==> src/hw/rtl/ntis_pkg.sv <==
`default_nettype none

package ntis_pkg;

   localparam int ENTRIES_DEFAULT    = 16;
   localparam int NAME_BYTES_DEFAULT = 8;
   localparam int FUNC_W             = 2;
   localparam int NAME_W             = 64;
   localparam int STATUS_W           = 3;
   localparam int POS_W              = 5;
   localparam int QUEUE_DEPTH        = 2;

   typedef enum logic [FUNC_W-1:0] {
      CMD_CREATE = 2'd0,
      CMD_DELETE = 2'd1,
      CMD_SEARCH = 2'd2,
      CMD_LIST   = 2'd3
   } cmd_type;

   typedef enum logic [STATUS_W-1:0] {
      ST_CREATED    = 3'd0,
      ST_REMOVED    = 3'd1,
      ST_FOUND      = 3'd2,
      ST_NOT_FOUND  = 3'd3,
      ST_FULL       = 3'd4,
      ST_LIST_ENTRY = 3'd5,
      ST_LIST_EMPTY = 3'd6
   } status_type;

   typedef enum logic [2:0] {
      S_IDLE,
      S_SCAN,
      S_MOVE,
      S_RESULT,
      S_LIST_READ,
      S_LIST_EMIT
   } state_type;

endpackage

`default_nettype wire

==> src/hw/rtl/ntis_front.sv <==
`default_nettype none

module ntis_front #(
   parameter int NAME_BYTES = ntis_pkg::NAME_BYTES_DEFAULT
) (
   input  logic                          clock,
   input  logic                          reset,
   input  logic                          req_valid,
   output logic                          req_stall,
   input  logic [ntis_pkg::FUNC_W-1:0]   req_func,
   input  logic [ntis_pkg::NAME_W-1:0]   req_file_name,
   output logic                          push,
   output ntis_pkg::cmd_type             push_cmd,
   output logic [8*NAME_BYTES-1:0]       push_key,
   input  logic                          q_full
);
   import ntis_pkg::*;

   localparam int KW = 8 * NAME_BYTES;

   logic          valid_ff, valid_in;
   cmd_type       cmd_ff, cmd_in;
   logic [KW-1:0] key_ff, key_in;
   logic          accept;

   assign req_stall = valid_ff && q_full;
   assign accept    = req_valid && !req_stall;
   assign push      = valid_ff && !q_full;
   assign push_cmd  = cmd_ff;
   assign push_key  = key_ff;

   always_comb begin
      valid_in = valid_ff;
      cmd_in   = cmd_ff;
      key_in   = key_ff;
      if (accept) begin
         valid_in = 1'b1;
         cmd_in   = cmd_type'(req_func);
         key_in   = req_file_name[KW-1:0];
      end else if (push) begin
         valid_in = 1'b0;
      end
   end

   always_ff @(posedge clock) begin
      if (reset) begin
         valid_ff <= 1'b0;
      end else begin
         valid_ff <= valid_in;
      end
      cmd_ff <= cmd_in;
      key_ff <= key_in;
   end

endmodule

`default_nettype wire

==> src/hw/rtl/ntis_queue.sv <==
`default_nettype none

module ntis_queue #(
   parameter int W = 66
) (
   input  logic         clock,
   input  logic         reset,
   input  logic         push,
   input  logic [W-1:0] push_data,
   output logic         full,
   input  logic         pop,
   output logic [W-1:0] pop_data,
   output logic         not_empty
);
   import ntis_pkg::*;

   localparam int PTR_W = (QUEUE_DEPTH > 1) ? $clog2(QUEUE_DEPTH) : 1;
   localparam int CNT_W = $clog2(QUEUE_DEPTH + 1);

   logic [W-1:0]     slot_ff [QUEUE_DEPTH];
   logic [PTR_W-1:0] wr_ptr_ff, wr_ptr_in;
   logic [PTR_W-1:0] rd_ptr_ff, rd_ptr_in;
   logic [CNT_W-1:0] count_ff, count_in;

   assign full      = count_ff == CNT_W'(QUEUE_DEPTH);
   assign not_empty = count_ff != '0;
   assign pop_data  = slot_ff[rd_ptr_ff];

   always_comb begin
      wr_ptr_in = wr_ptr_ff;
      rd_ptr_in = rd_ptr_ff;
      count_in  = count_ff;
      if (push) begin
         wr_ptr_in = (wr_ptr_ff == PTR_W'(QUEUE_DEPTH - 1)) ? '0 : wr_ptr_ff + PTR_W'(1);
      end
      if (pop) begin
         rd_ptr_in = (rd_ptr_ff == PTR_W'(QUEUE_DEPTH - 1)) ? '0 : rd_ptr_ff + PTR_W'(1);
      end
      if (push && !pop) begin
         count_in = count_ff + CNT_W'(1);
      end else if (pop && !push) begin
         count_in = count_ff - CNT_W'(1);
      end
   end

   always_ff @(posedge clock) begin
      if (reset) begin
         wr_ptr_ff <= '0;
         rd_ptr_ff <= '0;
         count_ff  <= '0;
      end else begin
         wr_ptr_ff <= wr_ptr_in;
         rd_ptr_ff <= rd_ptr_in;
         count_ff  <= count_in;
      end
      if (push) begin
         slot_ff[wr_ptr_ff] <= push_data;
      end
   end

endmodule

`default_nettype wire

==> src/hw/rtl/ntis_back.sv <==
`default_nettype none

module ntis_back #(
   parameter int ENTRIES    = ntis_pkg::ENTRIES_DEFAULT,
   parameter int NAME_BYTES = ntis_pkg::NAME_BYTES_DEFAULT
) (
   input  logic                          clock,
   input  logic                          reset,
   input  logic                          q_valid,
   input  ntis_pkg::cmd_type             q_cmd,
   input  logic [8*NAME_BYTES-1:0]       q_key,
   output logic                          q_pop,
   output logic                          rsp_valid,
   input  logic                          rsp_stall,
   output logic [ntis_pkg::STATUS_W-1:0] rsp_status,
   output logic [ntis_pkg::POS_W-1:0]    rsp_position,
   output logic [ntis_pkg::NAME_W-1:0]   rsp_listed_name,
   output logic                          rsp_last
);
   import ntis_pkg::*;

   localparam int KW = 8 * NAME_BYTES;
   localparam int IW = (ENTRIES > 1) ? $clog2(ENTRIES) : 1;
   localparam int CW = $clog2(ENTRIES + 1);
   localparam int PW = (CW > POS_W) ? CW : POS_W;

   function automatic logic [POS_W-1:0] to_pos(input logic [IW-1:0] i);
      logic [PW-1:0] p;
      p = PW'(i) + PW'(1);
      return p[POS_W-1:0];
   endfunction

   state_type         state_ff, state_in;
   logic [CW-1:0]     count_ff, count_in;
   logic [CW-1:0]     issue_ff, issue_in;
   logic              chk_valid_ff, chk_valid_in;
   logic [IW-1:0]     chk_idx_ff, chk_idx_in;
   logic [IW-1:0]     idx_ff, idx_in;
   cmd_type           cmd_ff, cmd_in;
   logic [KW-1:0]     key_ff, key_in;
   status_type        pend_status_ff, pend_status_in;
   logic [POS_W-1:0]  pend_pos_ff, pend_pos_in;

   logic              rsp_valid_ff, rsp_valid_in;
   status_type        rsp_status_ff, rsp_status_in;
   logic [POS_W-1:0]  rsp_position_ff, rsp_position_in;
   logic [NAME_W-1:0] rsp_listed_name_ff, rsp_listed_name_in;
   logic              rsp_last_ff, rsp_last_in;
   logic              rsp_load;

   logic [KW-1:0]     mem [ENTRIES];
   logic [KW-1:0]     rd_data_ff;
   logic              rd_en;
   logic [IW-1:0]     rd_addr;
   logic              wr_en;
   logic [IW-1:0]     wr_addr;
   logic [KW-1:0]     wr_data;

   logic              can_load;
   logic              is_full;
   logic              is_empty;
   logic              issue;
   logic              match;
   logic [CW-1:0]     count_m1;
   logic [IW-1:0]     last_idx;
   logic              chk_last;
   logic              list_last;

   assign can_load  = !rsp_valid_ff || !rsp_stall;
   assign is_full   = count_ff == CW'(ENTRIES);
   assign is_empty  = count_ff == '0;
   assign issue     = issue_ff < count_ff;
   assign match     = rd_data_ff == key_ff;
   assign count_m1  = count_ff - CW'(1);
   assign last_idx  = count_m1[IW-1:0];
   assign chk_last  = chk_idx_ff == last_idx;
   assign list_last = idx_ff == last_idx;

   always_comb begin
      state_in = state_ff;
      unique case (state_ff)
         S_IDLE: begin
            if (q_valid) begin
               unique case (q_cmd)
                  CMD_CREATE: state_in = S_RESULT;
                  CMD_DELETE,
                  CMD_SEARCH: state_in = is_empty ? S_RESULT : S_SCAN;
                  CMD_LIST:   state_in = is_empty ? S_RESULT : S_LIST_READ;
                  default:    state_in = S_RESULT;
               endcase
            end
         end
         S_SCAN: begin
            if (chk_valid_ff && match) begin
               state_in = (cmd_ff == CMD_DELETE) ? S_MOVE : S_RESULT;
            end else if (chk_valid_ff && chk_last) begin
               state_in = S_RESULT;
            end
         end
         S_MOVE: state_in = S_RESULT;
         S_RESULT: begin
            if (can_load) begin
               state_in = S_IDLE;
            end
         end
         S_LIST_READ: state_in = S_LIST_EMIT;
         S_LIST_EMIT: begin
            if (can_load) begin
               state_in = list_last ? S_IDLE : S_LIST_READ;
            end
         end
         default: state_in = S_IDLE;
      endcase
   end

   always_comb begin
      count_in           = count_ff;
      issue_in           = issue_ff;
      chk_valid_in       = 1'b0;
      chk_idx_in         = chk_idx_ff;
      idx_in             = idx_ff;
      cmd_in             = cmd_ff;
      key_in             = key_ff;
      pend_status_in     = pend_status_ff;
      pend_pos_in        = pend_pos_ff;
      q_pop              = 1'b0;
      rd_en              = 1'b0;
      rd_addr            = idx_ff;
      wr_en              = 1'b0;
      wr_addr            = idx_ff;
      wr_data            = key_ff;
      rsp_load           = 1'b0;
      rsp_status_in      = rsp_status_ff;
      rsp_position_in    = rsp_position_ff;
      rsp_listed_name_in = rsp_listed_name_ff;
      rsp_last_in        = rsp_last_ff;
      unique case (state_ff)
         S_IDLE: begin
            q_pop = q_valid;
            if (q_valid) begin
               cmd_in      = q_cmd;
               key_in      = q_key;
               pend_pos_in = '0;
               issue_in    = '0;
               idx_in      = '0;
               unique case (q_cmd)
                  CMD_CREATE: begin
                     if (is_full) begin
                        pend_status_in = ST_FULL;
                     end else begin
                        wr_en          = 1'b1;
                        wr_addr        = count_ff[IW-1:0];
                        wr_data        = q_key;
                        count_in       = count_ff + CW'(1);
                        pend_status_in = ST_CREATED;
                     end
                  end
                  CMD_DELETE,
                  CMD_SEARCH: pend_status_in = ST_NOT_FOUND;
                  CMD_LIST:   pend_status_in = ST_LIST_EMPTY;
                  default:    pend_status_in = ST_NOT_FOUND;
               endcase
            end
         end
         S_SCAN: begin
            rd_en        = issue;
            rd_addr      = issue_ff[IW-1:0];
            issue_in     = issue ? issue_ff + CW'(1) : issue_ff;
            chk_valid_in = issue;
            chk_idx_in   = issue_ff[IW-1:0];
            if (chk_valid_ff && match) begin
               idx_in = chk_idx_ff;
               if (cmd_ff == CMD_DELETE) begin
                  rd_en   = 1'b1;
                  rd_addr = last_idx;
               end else begin
                  pend_status_in = ST_FOUND;
                  pend_pos_in    = to_pos(chk_idx_ff);
               end
            end else if (chk_valid_ff && chk_last) begin
               pend_status_in = ST_NOT_FOUND;
            end
         end
         S_MOVE: begin
            wr_en          = 1'b1;
            wr_addr        = idx_ff;
            wr_data        = rd_data_ff;
            count_in       = count_ff - CW'(1);
            pend_status_in = ST_REMOVED;
         end
         S_RESULT: begin
            if (can_load) begin
               rsp_load           = 1'b1;
               rsp_status_in      = pend_status_ff;
               rsp_position_in    = pend_pos_ff;
               rsp_listed_name_in = '0;
               rsp_last_in        = 1'b1;
            end
         end
         S_LIST_READ: begin
            rd_en   = 1'b1;
            rd_addr = idx_ff;
         end
         S_LIST_EMIT: begin
            if (can_load) begin
               rsp_load           = 1'b1;
               rsp_status_in      = ST_LIST_ENTRY;
               rsp_position_in    = to_pos(idx_ff);
               rsp_listed_name_in = NAME_W'(rd_data_ff);
               rsp_last_in        = list_last;
               if (!list_last) begin
                  idx_in = idx_ff + IW'(1);
               end
            end
         end
         default: begin
         end
      endcase
   end

   assign rsp_valid_in = rsp_load ? 1'b1 : (rsp_stall ? rsp_valid_ff : 1'b0);

   always_ff @(posedge clock) begin
      if (reset) begin
         state_ff     <= S_IDLE;
         count_ff     <= '0;
         chk_valid_ff <= 1'b0;
         rsp_valid_ff <= 1'b0;
      end else begin
         state_ff     <= state_in;
         count_ff     <= count_in;
         chk_valid_ff <= chk_valid_in;
         rsp_valid_ff <= rsp_valid_in;
      end
      issue_ff           <= issue_in;
      chk_idx_ff         <= chk_idx_in;
      idx_ff             <= idx_in;
      cmd_ff             <= cmd_in;
      key_ff             <= key_in;
      pend_status_ff     <= pend_status_in;
      pend_pos_ff        <= pend_pos_in;
      rsp_status_ff      <= rsp_status_in;
      rsp_position_ff    <= rsp_position_in;
      rsp_listed_name_ff <= rsp_listed_name_in;
      rsp_last_ff        <= rsp_last_in;
   end

   always_ff @(posedge clock) begin
      if (wr_en) begin
         mem[wr_addr] <= wr_data;
      end
      if (rd_en) begin
         rd_data_ff <= mem[rd_addr];
      end
   end

   assign rsp_valid       = rsp_valid_ff;
   assign rsp_status      = rsp_status_ff;
   assign rsp_position    = rsp_position_ff;
   assign rsp_listed_name = rsp_listed_name_ff;
   assign rsp_last        = rsp_last_ff;

   a_count_bound: assert property (@(posedge clock) disable iff (reset)
      count_ff <= CW'(ENTRIES))
      else $error("Entry count exceeds the table size.");

   a_load_when_free: assert property (@(posedge clock) disable iff (reset)
      rsp_load |-> (!rsp_valid_ff || !rsp_stall))
      else $error("Output register overwritten while a transaction is stalled.");

   a_write_in_table: assert property (@(posedge clock) disable iff (reset)
      wr_en |-> (CW'(wr_addr) <= count_ff) && !(is_full && state_ff == S_IDLE))
      else $error("Write lands outside the occupied part of the table.");

endmodule

`default_nettype wire

==> src/hw/rtl/name_table_insert_delete_search_unit.sv <==
// Name table unit: an unordered table of up to ENTRIES name keys.
// The req_ channel carries one command per transaction (create, delete,
// search, list) with its name key; the rsp_ channel returns results,
// with rsp_last marking the final result of a command. A transaction moves
// on a rising edge where valid is high and stall is low.
// A front stage registers and decodes each command and pushes it into a
// two-entry queue; the back end runs one command at a time against the
// name memory, whose read data is registered.
// Create appends the key unless the table is full. Delete and search read one
// stored entry per cycle until a match or the last entry; delete then moves
// the last entry into the freed slot. List reads, then emits, each entry.
// The queue and front register take up to three more commands meanwhile.
// A stalled result holds in the output register; the back end waits, and
// the front keeps accepting until the queue fills.
// Reset empties the table and the queue; the stored names are not cleared.
`default_nettype none

module name_table_insert_delete_search_unit #(
   parameter int ENTRIES    = ntis_pkg::ENTRIES_DEFAULT,
   parameter int NAME_BYTES = ntis_pkg::NAME_BYTES_DEFAULT
) (
   input  logic                          clock,
   input  logic                          reset,
   input  logic                          req_valid,
   output logic                          req_stall,
   input  logic [ntis_pkg::FUNC_W-1:0]   req_func,
   input  logic [ntis_pkg::NAME_W-1:0]   req_file_name,
   output logic                          rsp_valid,
   input  logic                          rsp_stall,
   output logic [ntis_pkg::STATUS_W-1:0] rsp_status,
   output logic [ntis_pkg::POS_W-1:0]    rsp_position,
   output logic [ntis_pkg::NAME_W-1:0]   rsp_listed_name,
   output logic                          rsp_last
);
   import ntis_pkg::*;

   localparam int KW = 8 * NAME_BYTES;
   localparam int QW = KW + FUNC_W;

   logic          push;
   cmd_type       push_cmd;
   logic [KW-1:0] push_key;
   logic          q_full;
   logic          q_pop;
   logic          q_valid;
   logic [QW-1:0] q_data;

   ntis_front #(
      .NAME_BYTES(NAME_BYTES)
   ) u_front (
      .clock         (clock),
      .reset         (reset),
      .req_valid     (req_valid),
      .req_stall     (req_stall),
      .req_func      (req_func),
      .req_file_name (req_file_name),
      .push          (push),
      .push_cmd      (push_cmd),
      .push_key      (push_key),
      .q_full        (q_full)
   );

   ntis_queue #(
      .W(QW)
   ) u_queue (
      .clock     (clock),
      .reset     (reset),
      .push      (push),
      .push_data ({push_cmd, push_key}),
      .full      (q_full),
      .pop       (q_pop),
      .pop_data  (q_data),
      .not_empty (q_valid)
   );

   ntis_back #(
      .ENTRIES    (ENTRIES),
      .NAME_BYTES (NAME_BYTES)
   ) u_back (
      .clock           (clock),
      .reset           (reset),
      .q_valid         (q_valid),
      .q_cmd           (cmd_type'(q_data[QW-1:KW])),
      .q_key           (q_data[KW-1:0]),
      .q_pop           (q_pop),
      .rsp_valid       (rsp_valid),
      .rsp_stall       (rsp_stall),
      .rsp_status      (rsp_status),
      .rsp_position    (rsp_position),
      .rsp_listed_name (rsp_listed_name),
      .rsp_last        (rsp_last)
   );

endmodule

`default_nettype wire
==> config.mk <==
export PLATFORM = sky130hd
export DESIGN_NAME = name_table_insert_delete_search_unit
export DESIGN_NICKNAME = d
export VERILOG_FILES = /design/src/hw/rtl/ntis_pkg.sv /design/src/hw/rtl/ntis_front.sv /design/src/hw/rtl/ntis_queue.sv /design/src/hw/rtl/ntis_back.sv /design/src/hw/rtl/name_table_insert_delete_search_unit.sv
export SDC_FILE = /design/constraint.sdc
export NUM_CORES = 2
export LEC_CHECK = 0
export ABC_AREA = 1
export BUFFER_PORTS_ARGS = -buffer_cell sky130_fd_sc_hd__clkbuf_2
export CAP_MARGIN = 20
export CELL_PAD_IN_SITES_DETAIL_PLACEMENT = 1
export CELL_PAD_IN_SITES_GLOBAL_PLACEMENT = 2
export CORE_AREA = 2 2 482 532
export CTS_CLUSTER_DIAMETER = 100
export DETAILED_ROUTE_END_ITERATION = 6
export DIE_AREA = 0 0 484 534
export PLACE_DENSITY = 0.54
export SLEW_MARGIN = 30
export SYNTH_ARGS = -nofsm -noshare
export SYNTH_HDL_FRONTEND = slang
export SYNTH_SLANG_ARGS = --single-unit
==> constraint.sdc <==
create_clock -name clock -period 17.65 [get_ports clock]
set_clock_uncertainty 0.15 [all_clocks]
set_input_delay 3.53 -clock clock [delete_from_list [all_inputs] [get_ports clock]]
set_output_delay 3.53 -clock clock [all_outputs]
set_load 0.03 [all_outputs]
# After elaboration in Yosys (flattened, before gate mapping)
# Memory sizes are Yosys's and may differ from the RTL's. A register that Yosys moved wholly into a read port is not among the register bits.
# Index checks and enable logic that the tools add are counted.
[totals]
wordCells = 176
ramBits = 1156
reg_bits = 241
n_memories = 2
input_bits = 70
[op_classes]
order_cmp = 1
n_reduce_logical = 36
n_bitwise = 1
mux = 79
eq_ne = 26
addsub = 10
[mem_list]
columns = ["memory", "depth", "word_bits", "rd", "rd_ports_with_merged_regs", "wr", "line_no", "text"]
rows = [
  ["u_back.mem", 16, 64, 1, 1, 1, "ntis_back.sv:51", "logic [KW-1:0] mem [ENTRIES];"],
  ["u_queue.slot_ff", 2, 66, 1, 1, 1, "ntis_queue.sv:20", "logic [W-1:0] slot_ff [QUEUE_DEPTH];"],
]
[op_table]
columns = ["cell", "count"]
rows = [
  ["$mux W64", 5],
  ["$pmux W64 S2", 2],
  ["$eq A64 B64 Y1", 1],
  ["$mux W5", 9],
  ["$mux W4", 11],
  ["$pmux W5 S2", 4],
  ["$mux W3", 13],
  ["$pmux W3 S3", 3],
  ["$mux W1", 23],
  ["$pmux W3 S6", 1],
  ["$reduce_and A4 Y1", 4],
  ["$ne A2 B1 Y1 const B", 7],
  ["$pmux W4 S3", 1],
  ["$reduce_bool A2 Y1", 6],
  ["$add A4 B1 Y5 const B", 2],
  ["$add A5 B1 Y5 const B", 2],
  ["$eq A4 B4 Y1", 2],
  ["$logic_and A1 B1 Y1", 7],
  ["$eq A2 B2 Y1 const B", 3],
  ["$eq A3 B2 Y1 const B", 2],
  ["$eq A3 B3 Y1 const B", 2],
  ["$logic_not A1 Y1", 6],
  ["$mux W2", 3],
  ["$ne A2 B2 Y1 const B", 3],
  ["23 further kinds", 31],
]

# Logic depth before layout (Yosys ltp)
[depth]
depth_word = 7
ltp_mapped = 21

# Hierarchy
# From an unflattened synthesis, not the netlist that was laid out.
[unflattened]
cells_unflattened = 5640
area_unflattened_um2 = 62989.2
[modules_own_cells]
columns = ["module", "cells_per_inst", "seq_area_each_um2", "instances", "area_each_um2"]
rows = [
  ["ntis_back", 5328, 37676.1, 1, 55803.5],
  ["ntis_queue", 238, 4063.9, 1, 5149.9],
  ["ntis_front", 74, 2001.9, 1, 2035.7],
]

# Worst setup path before layout
# No wires, ideal clock.
[synth_timing]
path_kind = "input -> register"
startpoint = "in rsp_stall"
endpoint = "reg u_back.rsp_last_ff (netlist: u_back.rsp_last) (enable)"
setup_slack_ns = 10.271
arrival_ns = 6.724
setup_ns = 0.505
stages = 3
n_path_buf = 0
path_cell_list = "nand2_1 inv_1 nor2_1"
[synth_between]
elab_chain_len = 4
elab_cells_between_ends = 5
[synth_rtl]
columns = ["element", "line_no", "text"]
rows = [
  ["from (decl)", "name_table_insert_delete_search_unit.sv:29", "input logic rsp_stall,"],
  ["$logic_not A1 Y1 (*)", "ntis_back.sv:69", "assign can_load = !rsp_valid_ff || !rsp_stall;"],
  ["$logic_or A1 B1 Y1 (*)", "ntis_back.sv:69", ""],
  ["$ne A2 B1 Y1 (no source line)", "n/a", ""],
  ["$reduce_and A3 Y1 (no source line) (*)", "n/a", ""],
  ["to (signal assigned)", "ntis_back.sv:245", "rsp_last_ff <= rsp_last_in;"],
  ["to (decl)", "ntis_back.sv:48", "logic rsp_last_ff, rsp_last_in;"],
]
# Mark *: on every way between the ends. The rest lies on a longest branch, timed or not.
# A chain may end at the register's enable or synchronous reset.

# Worst setup path in the final report
[layout_timing]
startpoint = "reg u_back.rd_data_ff[38], read port of u_back.mem"
endpoint = "reg u_back.rd_data_ff[49], read port of u_back.mem (data pin)"
[layout_between]
elab_chain_len = 4
elab_cells_between_ends = 6
[layout_rtl]
columns = ["element", "line_no", "text"]
rows = [
  ["from (decl)", "ntis_back.sv:52", "logic [KW-1:0] rd_data_ff;"],
  ["$eq A64 B64 Y1 (*)", "ntis_back.sv:73", "assign match = rd_data_ff == key_ff;"],
  ["$logic_and A1 B1 Y1 (*)", "ntis_back.sv:171", "if (chk_valid_ff && match) begin"],
  ["$mux W1 or $mux W4 (tied branches)", "ntis_back.sv:171", ""],
  ["$pmux W1 S2 or $mux W4 (tied branches)", "ntis_back.sv:137", "unique case (state_ff)"],
]
# Marked as above.

==> out/metrics.cfg <==
[run_status]
status = finished, final reports clean

[place]
dpl.cell_count = 8904
portBuffers = 144
post-place-ws_ns = 11.23
placed_area_um2 = 67800
place.gp.congestion = 0.756
dpl.hpwl_mm = 130

[floorplan]
die_w_um = 484
dieHeight_um = 534
start_util = 0.249
coreArea_um2 = 253000
row_count = 194
die_area_um2 = 258000
io_pins = 145

[logic_synthesis]
ys_types = 39
synth_seq_area_share = 0.695
synthDominantCellAreaShare = 0.690
postSynthAreaPerCell_um2 = 11.2
synthAdderAreaFrac = 0.00278
synth_compound_area_frac = 0.0252
synth-simple-area-share = 0.191
synthTopCellsByArea = edfxtp_1 69%, nand3_1 9.3%, nand2_1 7.5%
syn-num-nets = 5711
synth_top_area_cell = edfxtp_1
yosys_warnings = 0
muxShareOfSynthArea = 0.0114
synth-xor-area-share = 0.00181
syn_inst = 5627
syn_area_um2 = 62900
ys_ff_latch = 1462
synth_top_family_by_area = simple AND/OR/NAND/NOR gates

[pwr]
peakVddDrop_v = 0.000207
power.leakage_uw = 0.0284
p_per_area_nw_per_um2 = 202

[critical_path]
rr_startpoint = u_back.rd_data_ff[38]$_DFFE_PP_
worst_r2r_endpoint = u_back.rd_data_ff[49]$_DFFE_PP_
critPathLaunch = u_back.rd_data_ff[38]$_DFFE_PP_
worst_setup_path_end_kind = register
reg2reg_depth = 18
cp.buffers_inverters = 3
worst_path_max_delay_cell = nand2_8
slowest_delay_ns = 0.83
worst-setup-path-type = reg -> reg
rrSetupSlack_ns = 11.35
startpoint_type = register
cpMostUsedCell = nand2_1
path_depth = 18
path_cells = inv_1, nand2_1, nand2_1, nand2_1, nor3_1, nand2_1, nor2_1, nand3_1, nand2_1, nand3_4, nand2_8, buf_4, buf_4, nand2_1, nand3_1, nand3_1, nand3_1, nand2_1
crit_required_ns = 18.07
path_delay_family = simple AND/OR/NAND/NOR gates
crit_path_end = u_back.rd_data_ff[49]$_DFFE_PP_
critPathMaxFanout = 91
arrival_ns = 6.72

[global_routing]
grt_antenna_before_repair = 15
grtUsageTotal = 0.169
grt_start_max_net_pins = 175
grt_pass1_vias = 43200
grt_pass1_wl_mm = 320
grt_overflow = 0

[timing]
setup_viol = 0
post-route-period-util = 0.357
period_needed_ns = 6.30
drv_slew = 0
max_slew_margin = 0.319
setup_ws_ns = 11.35
tightest_slew_ns = 1.02
hold_violations = 0
fmax_mhz = 159
fin_setup_tns_ns = 0
rsz0062_at_grt = no

[cts]
cts_hold_buffers = 0
clk_path_buf_depth = 4
post_cts_buffers = 0
htree_levels = 4
path_clk_slew_ns = 0.06
numCtsBuffers = 176
clk-insertion-delay-late_ns = 0.85
post_cts_resized = 0
cts.sinks = 1462
cts_tree = built
root_buffer = clkbuf_16

[drt]
wl_mm = 223
drc = 0
wire_per_inst_um = 24.2
num_vias = 42400
drtAntennaViolNets = 0
drtPass1Iterations = 5
drt_iter0_drc = 2755
via_per_inst = 4.60

[layout]
finalNonFillerCells = 9216
drive_above_1_share = 0.109
areaGrowthSynthToFinish_pct = 16.4
nets = 5840
design_area_um2 = 73200

[min_path]
holdCritPathClass = reg -> reg

[job]
maxCapViolations = 0

-- layout by cell type (no fill, tap or decap), drive strengths merged --
master,count
ha,14
or2,5
a21oi,80
mux2i,1
a221oi,2
and2,1
o21ai,98
dfxtp,16
bufinv,10
inv,774
a211oi,5
clkinv,66
mux2,63
a31oi,1
xor2,11
clkbuf,358
xnor2,2
nor3,7
o211ai,3
o221ai,64
diode,6
nand3,1171
a2111oi,2
nand4,10
buf,125
nand3b,64
edfxtp,1446
o2111ai,1
nand2,1264
clkinvlp,5
nor2,206
o31ai,3
-- flip-flops by register name, summed over array words and instances, names as in the netlist, 2 cells and up, named ones only --
name	flops
u_back.mem	1024
u_queue.slot_ff	132
u_back.key_ff	64
u_back.rd_data_ff	64
u_back.rsp_listed_name	64
u_front.push_key	64
u_back.count_ff	5
u_back.issue_ff	5
u_back.pend_pos_ff	5
u_back.rsp_position	5
u_back.chk_idx_ff	4
u_back.idx_ff	4
u_back.pend_status_ff	3
u_back.rsp_status	3
u_back.state_ff	3
u_back.cmd_ff	2
u_front.push_cmd	2
u_queue.count_ff	2
-- through the flow --
| stage | hold WS (ns) | utilization | power, uW |
|---|---|---|---|
| 6_report | 0.294 | 0.289 | 14800 |
| 5_1_grt | 0.312 | 0.289 | 15700 |
| 4_1_cts | 0.299 | 0.289 | 15000 |
| 3_5_place_dp | 0.284 | 0.268 | 11500 |
| 3_3_place_gp | 0.273 | 0.267 | 11400 |
| 2_1_floorplan | 0.271 | - | 8930 |
-- power breakdown --
group	internal, uW	leakage (uW)	switching (uW)	total, uW
clock network	2000	0.00260	1470	3470
logic	1440	0.0125	4640	6080
registers	5040	0.0133	213	5260
-- layout make-up --
class,instances,area [um^2]
antenna,6,15.0
clock buffer,214,4620
clock inverter,86,692
fill,28000,180000
inverter,769,2900
multi-input combinational,3078,15200
sequential,1462,43700
tap,3332,4170
timing repair buffer,269,1900
-- metal layers --
metal | part of all wire | up-vias | track usage
met4 | 0.029 | 0 | 0.0542
met1 | 0.47 | 21800 | 0.234
met5 | 0 | - | 0
met2 | 0.46 | 795 | 0.276
li1 | - | 19500 | -
met3 | 0.036 | 295 | 0.0195
-- cell families (layout without fill, tap and decap cells) --
kind of cell / Yosys count / in the layout
flops: 1462 / 1462
mux: 64 / 64
compound gates: 259 / 259
buf+inv: 1087 / 1338
fa+ha+maj: 14 / 14
xor+xnor: 13 / 13
other cells: 0 / 6
simple gates: 2728 / 2728
-- cell usage after synthesis, drive strengths merged --
cell and instances:
a221oi 2, mux2 63, a211oi 5, or2 5
o2111ai 1, o21ai 98, xor2 11, o221ai 64
o211ai 3, nand4 10, inv 768, dfxtp 16
nor3 7, clkbuf 75, xnor2 2, nand2 1264
edfxtp 1446, a31oi 1, a21oi 80, buf 243
o31ai 3, nand3 1171, nand3b 64, a2111oi 2
nor2 206, ha 14, clkinv 1, and2 1
mux2i 1
-- worst min path at each step --
stage / startpoint / to / slack, ns / cells past startpoint
2_1_floorplan: u_front.push_key[0]$_DFFE_PP_ / u_queue.slot_ff[0][0]$_DFFE_PP_ / 0.27 / 0
3_3_place_gp: u_front.push_key[29]$_DFFE_PP_ / u_queue.slot_ff[0][29]$_DFFE_PP_ / 0.27 / 0
3_5_place_dp: u_front.push_key[35]$_DFFE_PP_ / u_queue.slot_ff[0][35]$_DFFE_PP_ / 0.28 / 0
4_1_cts: u_front.push_key[38]$_DFFE_PP_ / u_queue.slot_ff[1][38]$_DFFE_PP_ / 0.30 / 0
5_1_grt: u_front.push_key[34]$_DFFE_PP_ / u_queue.slot_ff[0][34]$_DFFE_PP_ / 0.31 / 0
6_report: u_front.push_cmd[0]$_DFFE_PP_ / u_queue.slot_ff[0][64]$_DFFE_PP_ / 0.29 / 0
Power figures use the tool's default switching activity.
